**src/rtl/ufbe_pkg.sv**
```systemverilog
`timescale 1ns / 1ps
// ----------------------------------------------------------------------------
// UART frame buffer engine package
// Shared opcode codes, register indexes, default depths and the command
// record that travels from the front end to the back end.
// ----------------------------------------------------------------------------
package ufbe_pkg;

    // Default buffer depths for the top-level parameters.
    localparam int TX_DEPTH_DEF = 16;
    localparam int RX_DEPTH_DEF = 16;

    // Configuration register indexes.
    localparam logic CFG_HEADER_BYTE  = 1'b0;
    localparam logic CFG_FRAME_LENGTH = 1'b1;

    // Command opcodes; the two unused codes are handled as no-ops.
    typedef enum logic [2:0] {
        OP_RX_EVENT   = 3'd0,
        OP_TX_READY   = 3'd1,
        OP_TX_WRITE   = 3'd2,
        OP_TX_START   = 3'd3,
        OP_RX_READ    = 3'd4,
        OP_RX_RELEASE = 3'd5
    } t_opcode;

    // Classified command held in the queue between front and back end.
    typedef struct packed {
        t_opcode    op;
        logic [7:0] data;
        logic [3:0] index;
        logic [4:0] length;
        logic       has_byte;
        logic       err;
        logic       line_idle;
        logic       tx_idx_ok;
        logic       rx_idx_ok;
    } t_cmd;

endpackage

```
**src/rtl/ufbe_ram.sv**
```systemverilog
`timescale 1ns / 1ps
// ----------------------------------------------------------------------------
// Generic RAM
// One write port and one read port with a registered, enabled read.
// ----------------------------------------------------------------------------
module ufbe_ram #(
    parameter int WIDTH = 8,
    parameter int DEPTH = 16,
    parameter int AW    = (DEPTH > 1) ? $clog2(DEPTH) : 1
) (
    input  logic             i_clk,
    input  logic             i_we,
    input  logic [AW-1:0]    i_waddr,
    input  logic [WIDTH-1:0] i_wdata,
    input  logic             i_re,
    input  logic [AW-1:0]    i_raddr,
    output logic [WIDTH-1:0] o_rdata
);

    logic [WIDTH-1:0] r_mem [DEPTH];
    logic [WIDTH-1:0] r_rdata;

    // Write and registered read; the read data holds while no read is issued.
    always_ff @(posedge i_clk) begin
        if (i_we) begin
            r_mem[i_waddr] <= i_wdata;
        end
        if (i_re) begin
            r_rdata <= r_mem[i_raddr];
        end
    end

    assign o_rdata = r_rdata;

endmodule

```
**src/rtl/ufbe_front.sv**
```systemverilog
`timescale 1ns / 1ps
// ----------------------------------------------------------------------------
// UART frame buffer engine front end
// Accepts input transfers, classifies them into commands and queues them
// for the back end in a two-entry queue.
// ----------------------------------------------------------------------------
module ufbe_front #(
    parameter int TX_DEPTH = ufbe_pkg::TX_DEPTH_DEF,
    parameter int RX_DEPTH = ufbe_pkg::RX_DEPTH_DEF
) (
    input  logic          i_clk,
    input  logic          i_rst_n,
    input  logic          i_in_valid,
    output logic          o_in_ready,
    input  logic [2:0]    i_opcode,
    input  logic [7:0]    i_data,
    input  logic [3:0]    i_index,
    input  logic [4:0]    i_length,
    input  logic          i_has_byte,
    input  logic          i_noise_err,
    input  logic          i_frame_err,
    input  logic          i_overrun_err,
    input  logic          i_line_idle,
    output logic          o_cmd_valid,
    output ufbe_pkg::t_cmd o_cmd,
    input  logic          i_cmd_pop
);
    import ufbe_pkg::*;

    t_cmd       r_q [2];
    logic       r_wp;
    logic       r_rp;
    logic [1:0] r_cnt;
    t_cmd       w_cmd;
    logic       w_push;

    // Classify the incoming item: merge error flags, range-check the index.
    always_comb begin
        w_cmd.op        = t_opcode'(i_opcode);
        w_cmd.data      = i_data;
        w_cmd.index     = i_index;
        w_cmd.length    = i_length;
        w_cmd.has_byte  = i_has_byte;
        w_cmd.err       = i_noise_err | i_frame_err | i_overrun_err;
        w_cmd.line_idle = i_line_idle;
        w_cmd.tx_idx_ok = (32'(i_index) < TX_DEPTH);
        w_cmd.rx_idx_ok = (32'(i_index) < RX_DEPTH);
    end

    assign o_in_ready  = (r_cnt != 2'd2);
    assign w_push      = i_in_valid && o_in_ready;
    assign o_cmd_valid = (r_cnt != 2'd0);
    assign o_cmd       = r_q[r_rp];

    // Queue payload.
    always_ff @(posedge i_clk) begin
        if (w_push) begin
            r_q[r_wp] <= w_cmd;
        end
    end

    // Queue pointers and fill count.
    always_ff @(posedge i_clk) begin
        if (!i_rst_n) begin
            r_wp  <= 1'b0;
            r_rp  <= 1'b0;
            r_cnt <= 2'd0;
        end else begin
            if (w_push) begin
                r_wp <= r_wp + 1'b1;
            end
            if (i_cmd_pop) begin
                r_rp <= r_rp + 1'b1;
            end
            if (w_push && !i_cmd_pop) begin
                r_cnt <= r_cnt + 2'd1;
            end else if (!w_push && i_cmd_pop) begin
                r_cnt <= r_cnt - 2'd1;
            end
        end
    end

endmodule

```
**src/rtl/ufbe_back.sv**
```systemverilog
`timescale 1ns / 1ps
// ----------------------------------------------------------------------------
// UART frame buffer engine back end
// Executes one queued command per cycle, unless the output register stalls,
// on the transmit and receive state and buffers, and holds the result there.
// ----------------------------------------------------------------------------
module ufbe_back #(
    parameter int TX_DEPTH = ufbe_pkg::TX_DEPTH_DEF,
    parameter int RX_DEPTH = ufbe_pkg::RX_DEPTH_DEF
) (
    input  logic           i_clk,
    input  logic           i_rst_n,
    input  logic           i_cmd_valid,
    input  ufbe_pkg::t_cmd i_cmd,
    output logic           o_cmd_pop,
    input  logic [7:0]     i_header_byte,
    input  logic [4:0]     i_frame_length,
    output logic           o_out_valid,
    input  logic           i_out_ready,
    output logic           o_tx_valid,
    output logic [7:0]     o_tx_byte,
    output logic           o_tx_busy,
    output logic           o_frame_ready,
    output logic [7:0]     o_read_byte
);
    import ufbe_pkg::*;

    localparam int TAW = (TX_DEPTH > 1) ? $clog2(TX_DEPTH) : 1;
    localparam int RAW = (RX_DEPTH > 1) ? $clog2(RX_DEPTH) : 1;
    localparam int CW  = (TX_DEPTH >= 31) ? 5 : $clog2(TX_DEPTH + 1);

    // Architectural state.
    logic [7:0]    r_tx_pos,  n_tx_pos;
    logic [CW-1:0] r_tx_cnt,  n_tx_cnt;
    logic          r_sending, n_sending;
    logic [4:0]    r_rx_pos,  n_rx_pos;
    logic          r_rcv,     n_rcv;
    logic          r_held,    n_held;

    // Output register.
    logic r_out_valid;
    logic r_tx_valid;
    logic r_tx_busy;
    logic r_frame_ready;
    logic r_rd_sel;

    logic           w_fire;
    logic           w_tx_valid;
    logic           w_rd_sel;
    logic [4:0]     w_lim;
    logic           tx_we, tx_re, rx_we, rx_re;
    logic [TAW-1:0] tx_waddr, tx_raddr;
    logic [RAW-1:0] rx_waddr, rx_raddr;
    logic [7:0]     tx_rdata, rx_rdata;

    assign w_fire    = i_cmd_valid && (!r_out_valid || i_out_ready);
    assign o_cmd_pop = w_fire;

    // Effective frame length, clamped to 1..RX_DEPTH.
    always_comb begin
        if (i_frame_length == 5'd0) begin
            w_lim = 5'd1;
        end else if (32'(i_frame_length) > RX_DEPTH) begin
            w_lim = 5'(RX_DEPTH);
        end else begin
            w_lim = i_frame_length;
        end
    end

    // Command execution.
    always_comb begin
        n_tx_pos   = r_tx_pos;
        n_tx_cnt   = r_tx_cnt;
        n_sending  = r_sending;
        n_rx_pos   = r_rx_pos;
        n_rcv      = r_rcv;
        n_held     = r_held;
        w_tx_valid = 1'b0;
        w_rd_sel   = 1'b0;
        tx_we      = 1'b0;
        tx_re      = 1'b0;
        rx_we      = 1'b0;
        rx_re      = 1'b0;
        tx_waddr   = TAW'(i_cmd.index);
        tx_raddr   = '0;
        rx_waddr   = '0;
        rx_raddr   = RAW'(i_cmd.index);
        if (w_fire) begin
            unique case (i_cmd.op)
                OP_RX_EVENT: begin
                    // Errors restart the store position before the byte.
                    if (i_cmd.err) begin
                        n_rx_pos = 5'd0;
                    end
                    if (i_cmd.has_byte) begin
                        if (r_held) begin
                            n_rcv = 1'b0;
                        end else begin
                            if (!r_rcv) begin
                                n_rcv    = (i_cmd.data == i_header_byte);
                                n_rx_pos = 5'd0;
                            end
                            if (n_rcv) begin
                                // A frame already full restarts at entry zero.
                                if (n_rx_pos >= w_lim) begin
                                    n_rcv    = 1'b0;
                                    n_rx_pos = 5'd0;
                                end
                                rx_we    = 1'b1;
                                rx_waddr = RAW'(n_rx_pos);
                                n_rx_pos = n_rx_pos + 5'd1;
                                if (n_rx_pos >= w_lim) begin
                                    n_rx_pos = 5'd0;
                                    n_held   = 1'b1;
                                    n_rcv    = 1'b0;
                                end
                            end
                        end
                    end
                end
                OP_TX_READY: begin
                    if (r_sending) begin
                        if (r_tx_pos < 8'(r_tx_cnt)) begin
                            w_tx_valid = 1'b1;
                            tx_re      = 1'b1;
                            tx_raddr   = TAW'(r_tx_pos);
                        end else if (i_cmd.line_idle) begin
                            n_sending = 1'b0;
                        end
                        if (r_tx_pos != 8'hFF) begin
                            n_tx_pos = r_tx_pos + 8'd1;
                        end
                    end
                end
                OP_TX_WRITE: begin
                    tx_we = i_cmd.tx_idx_ok;
                end
                OP_TX_START: begin
                    n_tx_cnt   = (32'(i_cmd.length) > TX_DEPTH) ? CW'(TX_DEPTH)
                                                                : CW'(i_cmd.length);
                    n_sending  = 1'b1;
                    n_tx_pos   = 8'd1;
                    w_tx_valid = 1'b1;
                    tx_re      = 1'b1;
                end
                OP_RX_READ: begin
                    rx_re    = i_cmd.rx_idx_ok;
                    w_rd_sel = i_cmd.rx_idx_ok;
                end
                OP_RX_RELEASE: begin
                    n_held = 1'b0;
                end
                default: begin
                end
            endcase
        end
    end

    // State and output register.
    always_ff @(posedge i_clk) begin
        if (!i_rst_n) begin
            r_tx_pos      <= 8'd0;
            r_tx_cnt      <= '0;
            r_sending     <= 1'b0;
            r_rx_pos      <= 5'd0;
            r_rcv         <= 1'b0;
            r_held        <= 1'b0;
            r_out_valid   <= 1'b0;
            r_tx_valid    <= 1'b0;
            r_tx_busy     <= 1'b0;
            r_frame_ready <= 1'b0;
            r_rd_sel      <= 1'b0;
        end else begin
            r_tx_pos  <= n_tx_pos;
            r_tx_cnt  <= n_tx_cnt;
            r_sending <= n_sending;
            r_rx_pos  <= n_rx_pos;
            r_rcv     <= n_rcv;
            r_held    <= n_held;
            if (w_fire) begin
                r_out_valid   <= 1'b1;
                r_tx_valid    <= w_tx_valid;
                r_tx_busy     <= n_sending;
                r_frame_ready <= n_held;
                r_rd_sel      <= w_rd_sel;
            end else if (i_out_ready) begin
                r_out_valid <= 1'b0;
            end
        end
    end

    // Transmit buffer.
    ufbe_ram #(
        .WIDTH (8),
        .DEPTH (TX_DEPTH),
        .AW    (TAW)
    ) u_tx_ram (
        .i_clk   (i_clk),
        .i_we    (tx_we),
        .i_waddr (tx_waddr),
        .i_wdata (i_cmd.data),
        .i_re    (tx_re),
        .i_raddr (tx_raddr),
        .o_rdata (tx_rdata)
    );

    // Receive buffer.
    ufbe_ram #(
        .WIDTH (8),
        .DEPTH (RX_DEPTH),
        .AW    (RAW)
    ) u_rx_ram (
        .i_clk   (i_clk),
        .i_we    (rx_we),
        .i_waddr (rx_waddr),
        .i_wdata (i_cmd.data),
        .i_re    (rx_re),
        .i_raddr (rx_raddr),
        .o_rdata (rx_rdata)
    );

    // Result fields; buffer data shows only where the command read it.
    assign o_out_valid   = r_out_valid;
    assign o_tx_valid    = r_tx_valid;
    assign o_tx_byte     = r_tx_valid ? tx_rdata : 8'd0;
    assign o_tx_busy     = r_tx_busy;
    assign o_frame_ready = r_frame_ready;
    assign o_read_byte   = r_rd_sel ? rx_rdata : 8'd0;

endmodule

```
**src/rtl/uart_frame_buffer_engine.sv**
```systemverilog
`timescale 1ns / 1ps
// ----------------------------------------------------------------------------
// UART frame buffer engine
// Header-framed receive buffer and indexed transmit buffer driven by
// byte-level UART events, with one result per event.
// ----------------------------------------------------------------------------
// The engine takes one event per clock while the queue has room and returns
// exactly one result per event. An accepted event is written into a two-entry
// command queue and executed by the back end in order when the output register
// is free; the result holds until taken. Sustained throughput is one event per
// cycle without output stalls, set by the single execute stage, which performs
// at most one write and one registered read on each buffer RAM per cycle. Both
// sides stall independently; the queue absorbs output back-pressure. The
// buffers are not cleared by reset, so no start-up sweep is needed; reading an
// entry that was never written returns undefined data. Configuration writes
// take effect at once and are to be made only while the engine is idle.
// ----------------------------------------------------------------------------
module uart_frame_buffer_engine #(
    parameter int TX_DEPTH = ufbe_pkg::TX_DEPTH_DEF,
    parameter int RX_DEPTH = ufbe_pkg::RX_DEPTH_DEF
) (
    input  logic       i_clk,
    input  logic       i_rst_n,
    input  logic       i_cfg_wr_en,
    input  logic       i_cfg_index,
    input  logic [7:0] i_cfg_data,
    input  logic       i_in_valid,
    output logic       o_in_ready,
    input  logic [2:0] i_opcode,
    input  logic [7:0] i_data,
    input  logic [3:0] i_index,
    input  logic [4:0] i_length,
    input  logic       i_has_byte,
    input  logic       i_noise_err,
    input  logic       i_frame_err,
    input  logic       i_overrun_err,
    input  logic       i_line_idle,
    output logic       o_out_valid,
    input  logic       i_out_ready,
    output logic       o_tx_valid,
    output logic [7:0] o_tx_byte,
    output logic       o_tx_busy,
    output logic       o_frame_ready,
    output logic [7:0] o_read_byte
);
    import ufbe_pkg::*;

    logic [7:0] r_header_byte;
    logic [4:0] r_frame_length;
    logic       w_cmd_valid;
    logic       w_cmd_pop;
    t_cmd       w_cmd;

    // Configuration registers.
    always_ff @(posedge i_clk) begin
        if (!i_rst_n) begin
            r_header_byte  <= 8'd0;
            r_frame_length <= 5'd16;
        end else if (i_cfg_wr_en) begin
            unique case (i_cfg_index)
                CFG_HEADER_BYTE:  r_header_byte  <= i_cfg_data;
                CFG_FRAME_LENGTH: r_frame_length <= i_cfg_data[4:0];
                default: begin
                end
            endcase
        end
    end

    ufbe_front #(
        .TX_DEPTH (TX_DEPTH),
        .RX_DEPTH (RX_DEPTH)
    ) u_front (
        .i_clk         (i_clk),
        .i_rst_n       (i_rst_n),
        .i_in_valid    (i_in_valid),
        .o_in_ready    (o_in_ready),
        .i_opcode      (i_opcode),
        .i_data        (i_data),
        .i_index       (i_index),
        .i_length      (i_length),
        .i_has_byte    (i_has_byte),
        .i_noise_err   (i_noise_err),
        .i_frame_err   (i_frame_err),
        .i_overrun_err (i_overrun_err),
        .i_line_idle   (i_line_idle),
        .o_cmd_valid   (w_cmd_valid),
        .o_cmd         (w_cmd),
        .i_cmd_pop     (w_cmd_pop)
    );

    ufbe_back #(
        .TX_DEPTH (TX_DEPTH),
        .RX_DEPTH (RX_DEPTH)
    ) u_back (
        .i_clk          (i_clk),
        .i_rst_n        (i_rst_n),
        .i_cmd_valid    (w_cmd_valid),
        .i_cmd          (w_cmd),
        .o_cmd_pop      (w_cmd_pop),
        .i_header_byte  (r_header_byte),
        .i_frame_length (r_frame_length),
        .o_out_valid    (o_out_valid),
        .i_out_ready    (i_out_ready),
        .o_tx_valid     (o_tx_valid),
        .o_tx_byte      (o_tx_byte),
        .o_tx_busy      (o_tx_busy),
        .o_frame_ready  (o_frame_ready),
        .o_read_byte    (o_read_byte)
    );

`ifndef SYNTHESIS
    // An empty command queue always leaves room for a new transfer.
    a_empty_ready : assert property (@(posedge i_clk) disable iff (!i_rst_n)
        !w_cmd_valid |-> o_in_ready)
        else $error("input stalled with an empty command queue");

    // A byte sent on the line means transmission is in progress.
    a_tx_busy : assert property (@(posedge i_clk) disable iff (!i_rst_n)
        (o_out_valid && o_tx_valid) |-> o_tx_busy)
        else $error("byte sent while transmitter not busy");

    // The queue only hands over a command when the result register can take it.
    a_pop_room : assert property (@(posedge i_clk) disable iff (!i_rst_n)
        (o_out_valid && !i_out_ready) |-> !w_cmd_pop)
        else $error("command executed while the result was stalled");

    // A stalled result keeps its transmit byte while the RAM read data holds.
    a_byte_hold : assert property (@(posedge i_clk) disable iff (!i_rst_n)
        (o_out_valid && !i_out_ready) |=> $stable(o_tx_byte) && $stable(o_read_byte))
        else $error("result data changed during a stall");
`endif

endmodule

```
**config.mk**
```make
export PLATFORM = sky130hd
export DESIGN_NAME = uart_frame_buffer_engine
export DESIGN_NICKNAME = d
export VERILOG_FILES = /design/src/rtl/ufbe_pkg.sv /design/src/rtl/ufbe_ram.sv /design/src/rtl/ufbe_front.sv /design/src/rtl/ufbe_back.sv /design/src/rtl/uart_frame_buffer_engine.sv
export SDC_FILE = /design/constraint.sdc
export NUM_CORES = 1
export LEC_CHECK = 0
export BUFFER_PORTS_ARGS = -buffer_cell sky130_fd_sc_hd__clkbuf_2
export CAP_MARGIN = 20
export CORE_ASPECT_RATIO = 0.5
export CORE_MARGIN = 10
export CORE_UTILIZATION = 40
export DETAILED_ROUTE_END_ITERATION = 12
export PLACE_DENSITY = 0.68
export SLEW_MARGIN = 25
export SYNTH_ARGS = -nofsm -noshare
export SYNTH_HDL_FRONTEND = slang
export SYNTH_SLANG_ARGS = --single-unit
```
**constraint.sdc**
```tcl
create_clock -name i_clk -period 9.1 [get_ports i_clk]
set_input_delay 2.275 -clock i_clk [delete_from_list [all_inputs] [get_ports i_clk]]
set_output_delay 2.275 -clock i_clk [all_outputs]
set_load 0.1 [all_outputs]
```
==> impl_metrics.csv <==
group,metric,value,unit
cells_and_area,drive_gt1_share,20.0,%
floorplan,dieArea,45700,um2
yosys,synth_fp_nets,1011,
floorplan,die_height,156,um
yosys,ys_ff_latch,362,
yosys,ys_async_sr_fraction,0,%
placement,gp_congestion,0.822,
worst_setup_path,arrival,5070,ps
clock_network,max-clock-path-buffers,3,
detailed_routing,num_vias,8239,
clock_network,cts_resized,0,
global_route,overflow,0,
global_route,grt_pass1_vias,8561,
detailed_routing,dr.pass1.iters,6,
detailed_routing,first_iter_violations,674,
cells_and_area,final_nets,1075,
timing,setup_viol,0,
cells_and_area,area_growth,13.2,%
timing,fin_skew,19.4,ps
power,power_frac_clock,34.5,%
detailed_routing,wl_per_cell,20.6,um
yosys,yosysSeqAreaShare,70.2,%
worst_setup_path,end_kind,"flip-flop",
timing,maxClockFrequency,214,MHz
cells_and_area,fin_cells,1528,
yosys,synth_warnings,0,
timing,fin_setup_tns,0,ps
detailed_routing,ant_nets,0,
power,p_int,3.09,mW
clock_network,clk_latency,510,ps
detailed_routing,wl,31400,um
floorplan,dieWidth,293,um
clock_network,cts-root-buf,"clkbuf_16",
placement,port_buffers,59,
worst_setup_path,crit_path_start_kind,"flip-flop",
cells_and_area,n_antenna_cell,0,
clock_network,clock-sinks,362,
worst_setup_path,worstPathMaxFanout,10,
timing,min_period,4670,ps
global_route,grt_pass1_wl,48900,um
power,power.share.sequential,47.5,%
worst_setup_path,crit_type,"flip-flop to flip-flop",
cells_and_area,layout_common_cells,"edfxtp_1, nand2_1, nor2_1",
clock_network,postCtsSetupBuffers,0,
power,power_frac_comb,17.9,%
timing,finalCritPeriodShare,51.3,%
power,p_per_area,253,nW/um2
yosys,synth-edff-count,318,
timing,hold_viol,0,
hold_path,holdCritPathClass,"flip-flop to flip-flop",
global_route,antenna_found_initial,1,
timing,rsz0062_at_grt,"false",
global_route,grt-busiest-layer,"met2",
placement,hpwlAfterDp,20100,um
power,switchingPower,1.17,mW
yosys,ys_types,61,
timing,worst_pin_slew,1040,ps
placement,dp_cells,1466,
worst_setup_path,cp_data_required_time,9500,ps
yosys,syn_inst,955,
yosys,synth_top_flop_cell,"edfxtp_1",
yosys,avgSynthCellArea,15.6,um2
global_route,grt_max_degree,52,
global_route,grt_usage,13.7,%
job,max_cap_viol_count,0,
detailed_routing,drc,0,
floorplan,io_pins,60,
cells_and_area,final_common_cell,"edfxtp_1",
timing,slew-limit-headroom,30.3,%
global_route,grtUsageMet2,23.6,%
power,peakVddDrop,0.128,mV
power,p_sw_share,27.5,%
clock_network,holdBufCountCts,0,
detailed_routing,viasPerCell,5.39,
floorplan,start_util,41.0,%
yosys,syn_area,14900,um2
timing,drv_slew,0,
power,leakage,5.49,nW
clock_network,clkTransAtPathRegs,60,ps
run_status,outcome,"completed",
clock_network,numCtsBuffers,35,
clock_network,htreeDepth,2,
clock_network,cts_tree,"yes",
global_route,met3_usage,2.39,%
floorplan,row_count,49,
floorplan,core-area,36300,um2
global_route,met1_usage,17.6,%
-- cells in the mapped netlist (4+ instances only) --
library cell,instances,area (um2)
a31oi_1,15,93.8
a211oi_1,24,180
and2_1,27,169
nand3_1,16,80.1
a211o_1,5,43.8
buf_6,5,56.3
nor3_1,9,45.0
mux2_2,16,180
xor2_1,11,96.3
o32a_1,4,40.0
buf_2,6,30.0
edfxtp_1,318,9550
nor2b_1,7,43.8
mux2i_1,28,280
o21ai_0,10,50.1
nand2_1,89,334
a221oi_1,5,43.8
buf_4,4,30.0
ha_1,17,213
xnor2_1,9,78.8
o22ai_1,5,31.3
clkbuf_1,24,90.1
mux4_2,48,1080
a21oi_1,40,200
nor4_1,4,25.0
nand4_1,6,37.5
inv_1,20,75.1
nor2_1,76,285
dfxtp_1,44,881
nand2b_1,12,75.1
o21a_1,4,30.0
-- flip-flops by register name (all words and copies together) (netlist names), named ones only --
name                     flops
u_back.u_tx_ram.r_mem      128
u_front.r_cnt                2
u_front.r_q                 46
u_back.o_out_valid           1
r_header_byte                8
u_back.r_tx_pos              8
u_back.u_tx_ram.o_rdata      8
u_back.r_rx_pos              5
u_back.r_sending             1
u_back.r_rcv                 1
u_back.o_tx_busy             1
r_frame_length               5
u_back.r_tx_cnt              5
u_back.r_rd_sel              1
u_back.r_held                1
u_back.o_frame_ready         1
u_front.r_wp                 1
u_front.r_rp                 1
u_back.u_rx_ram.r_mem      128
u_back.o_tx_valid            1
u_back.u_rx_ram.o_rdata      8
-- routing by layer --
metal | up-vias | part of all wire [%]
li1 | 3798 | -
met1 | 4160 | 43
met2 | 243 | 49
met3 | 38 | 6.3
met4 | 0 | 1.8
met5 | - | 0
-- power by group through the flow --
stage / logic [mW] / clock network (mW) / registers (mW)
global placement: 0.748 / 0 / 2.06
detailed placement: 0.768 / 0 / 2.06
finish: 0.764 / 1.47 / 2.02
CTS: 0.770 / 1.49 / 2.02
global route: 0.825 / 1.56 / 2.03
floorplan: 0.511 / 0 / 2.08
-- logic make-up after synthesis --
| kind of cell | synth area share [%] |
|---|---|
| AO/OA/AOI/OAI | 6.40 |
| XOR/XNOR | 1.18 |
| adder cells (fa/ha/maj) | 1.43 |
| buffers and inverters | 1.99 |
| flip-flops | 70.2 |
| multiplexers | 10.4 |
| AND/OR/NAND/NOR | 8.46 |
-- worst max-delay path, stage by stage, from the launching register on --
cell,delay [ps]
dfxtp_1,340
mux2i_1,340
and2_1,290
nand2_1,160
ha_1,310
nand2b_1,90
a31oi_1,70
o21ai_1,540
nor2_1,230
ha_1,280
o21a_1,130
or2_2,310
ha_1,280
o211ai_1,90
o21a_1,230
a2111oi_0,340
a21oi_1,160
o41ai_1,350
-- area by class of cell --
cell class	count	area, um2
sequential	362	10400
timing repair buffer	69	374
fill	3102	19500
multi-input combinational	530	4160
tap	484	606
clock inverter	23	220
inverter	21	78.8
clock buffer	39	953
-- final timing paths --
kind | from | to | slack, ps | depth (start not counted)
setup / recovery | flip-flop | u_back.o_frame_ready | 4430 | 17
hold / removal | r_header_byte[4] | r_header_byte[4] | 470 | 2
setup reg to reg | flip-flop | u_back.o_frame_ready | 4430 | 17
hold reg to reg | r_header_byte[4] | r_header_byte[4] | 470 | 2
-- stage by stage --
stage	total power, mW	instance area, um2	setup slack, ps	util [%]	hold WS, ps
after CTS	4.28	16800	4430	46.3	467
after global routing	4.42	16800	3940	46.3	484
after floorplan	2.59	14900	4760	-	417
final	4.26	16800	4430	46.3	467
after global placement	2.80	15600	4510	43.1	444
after detailed placement	2.83	15600	4420	43.1	458
No activity file was read; power rests on OpenSTA's default activity.
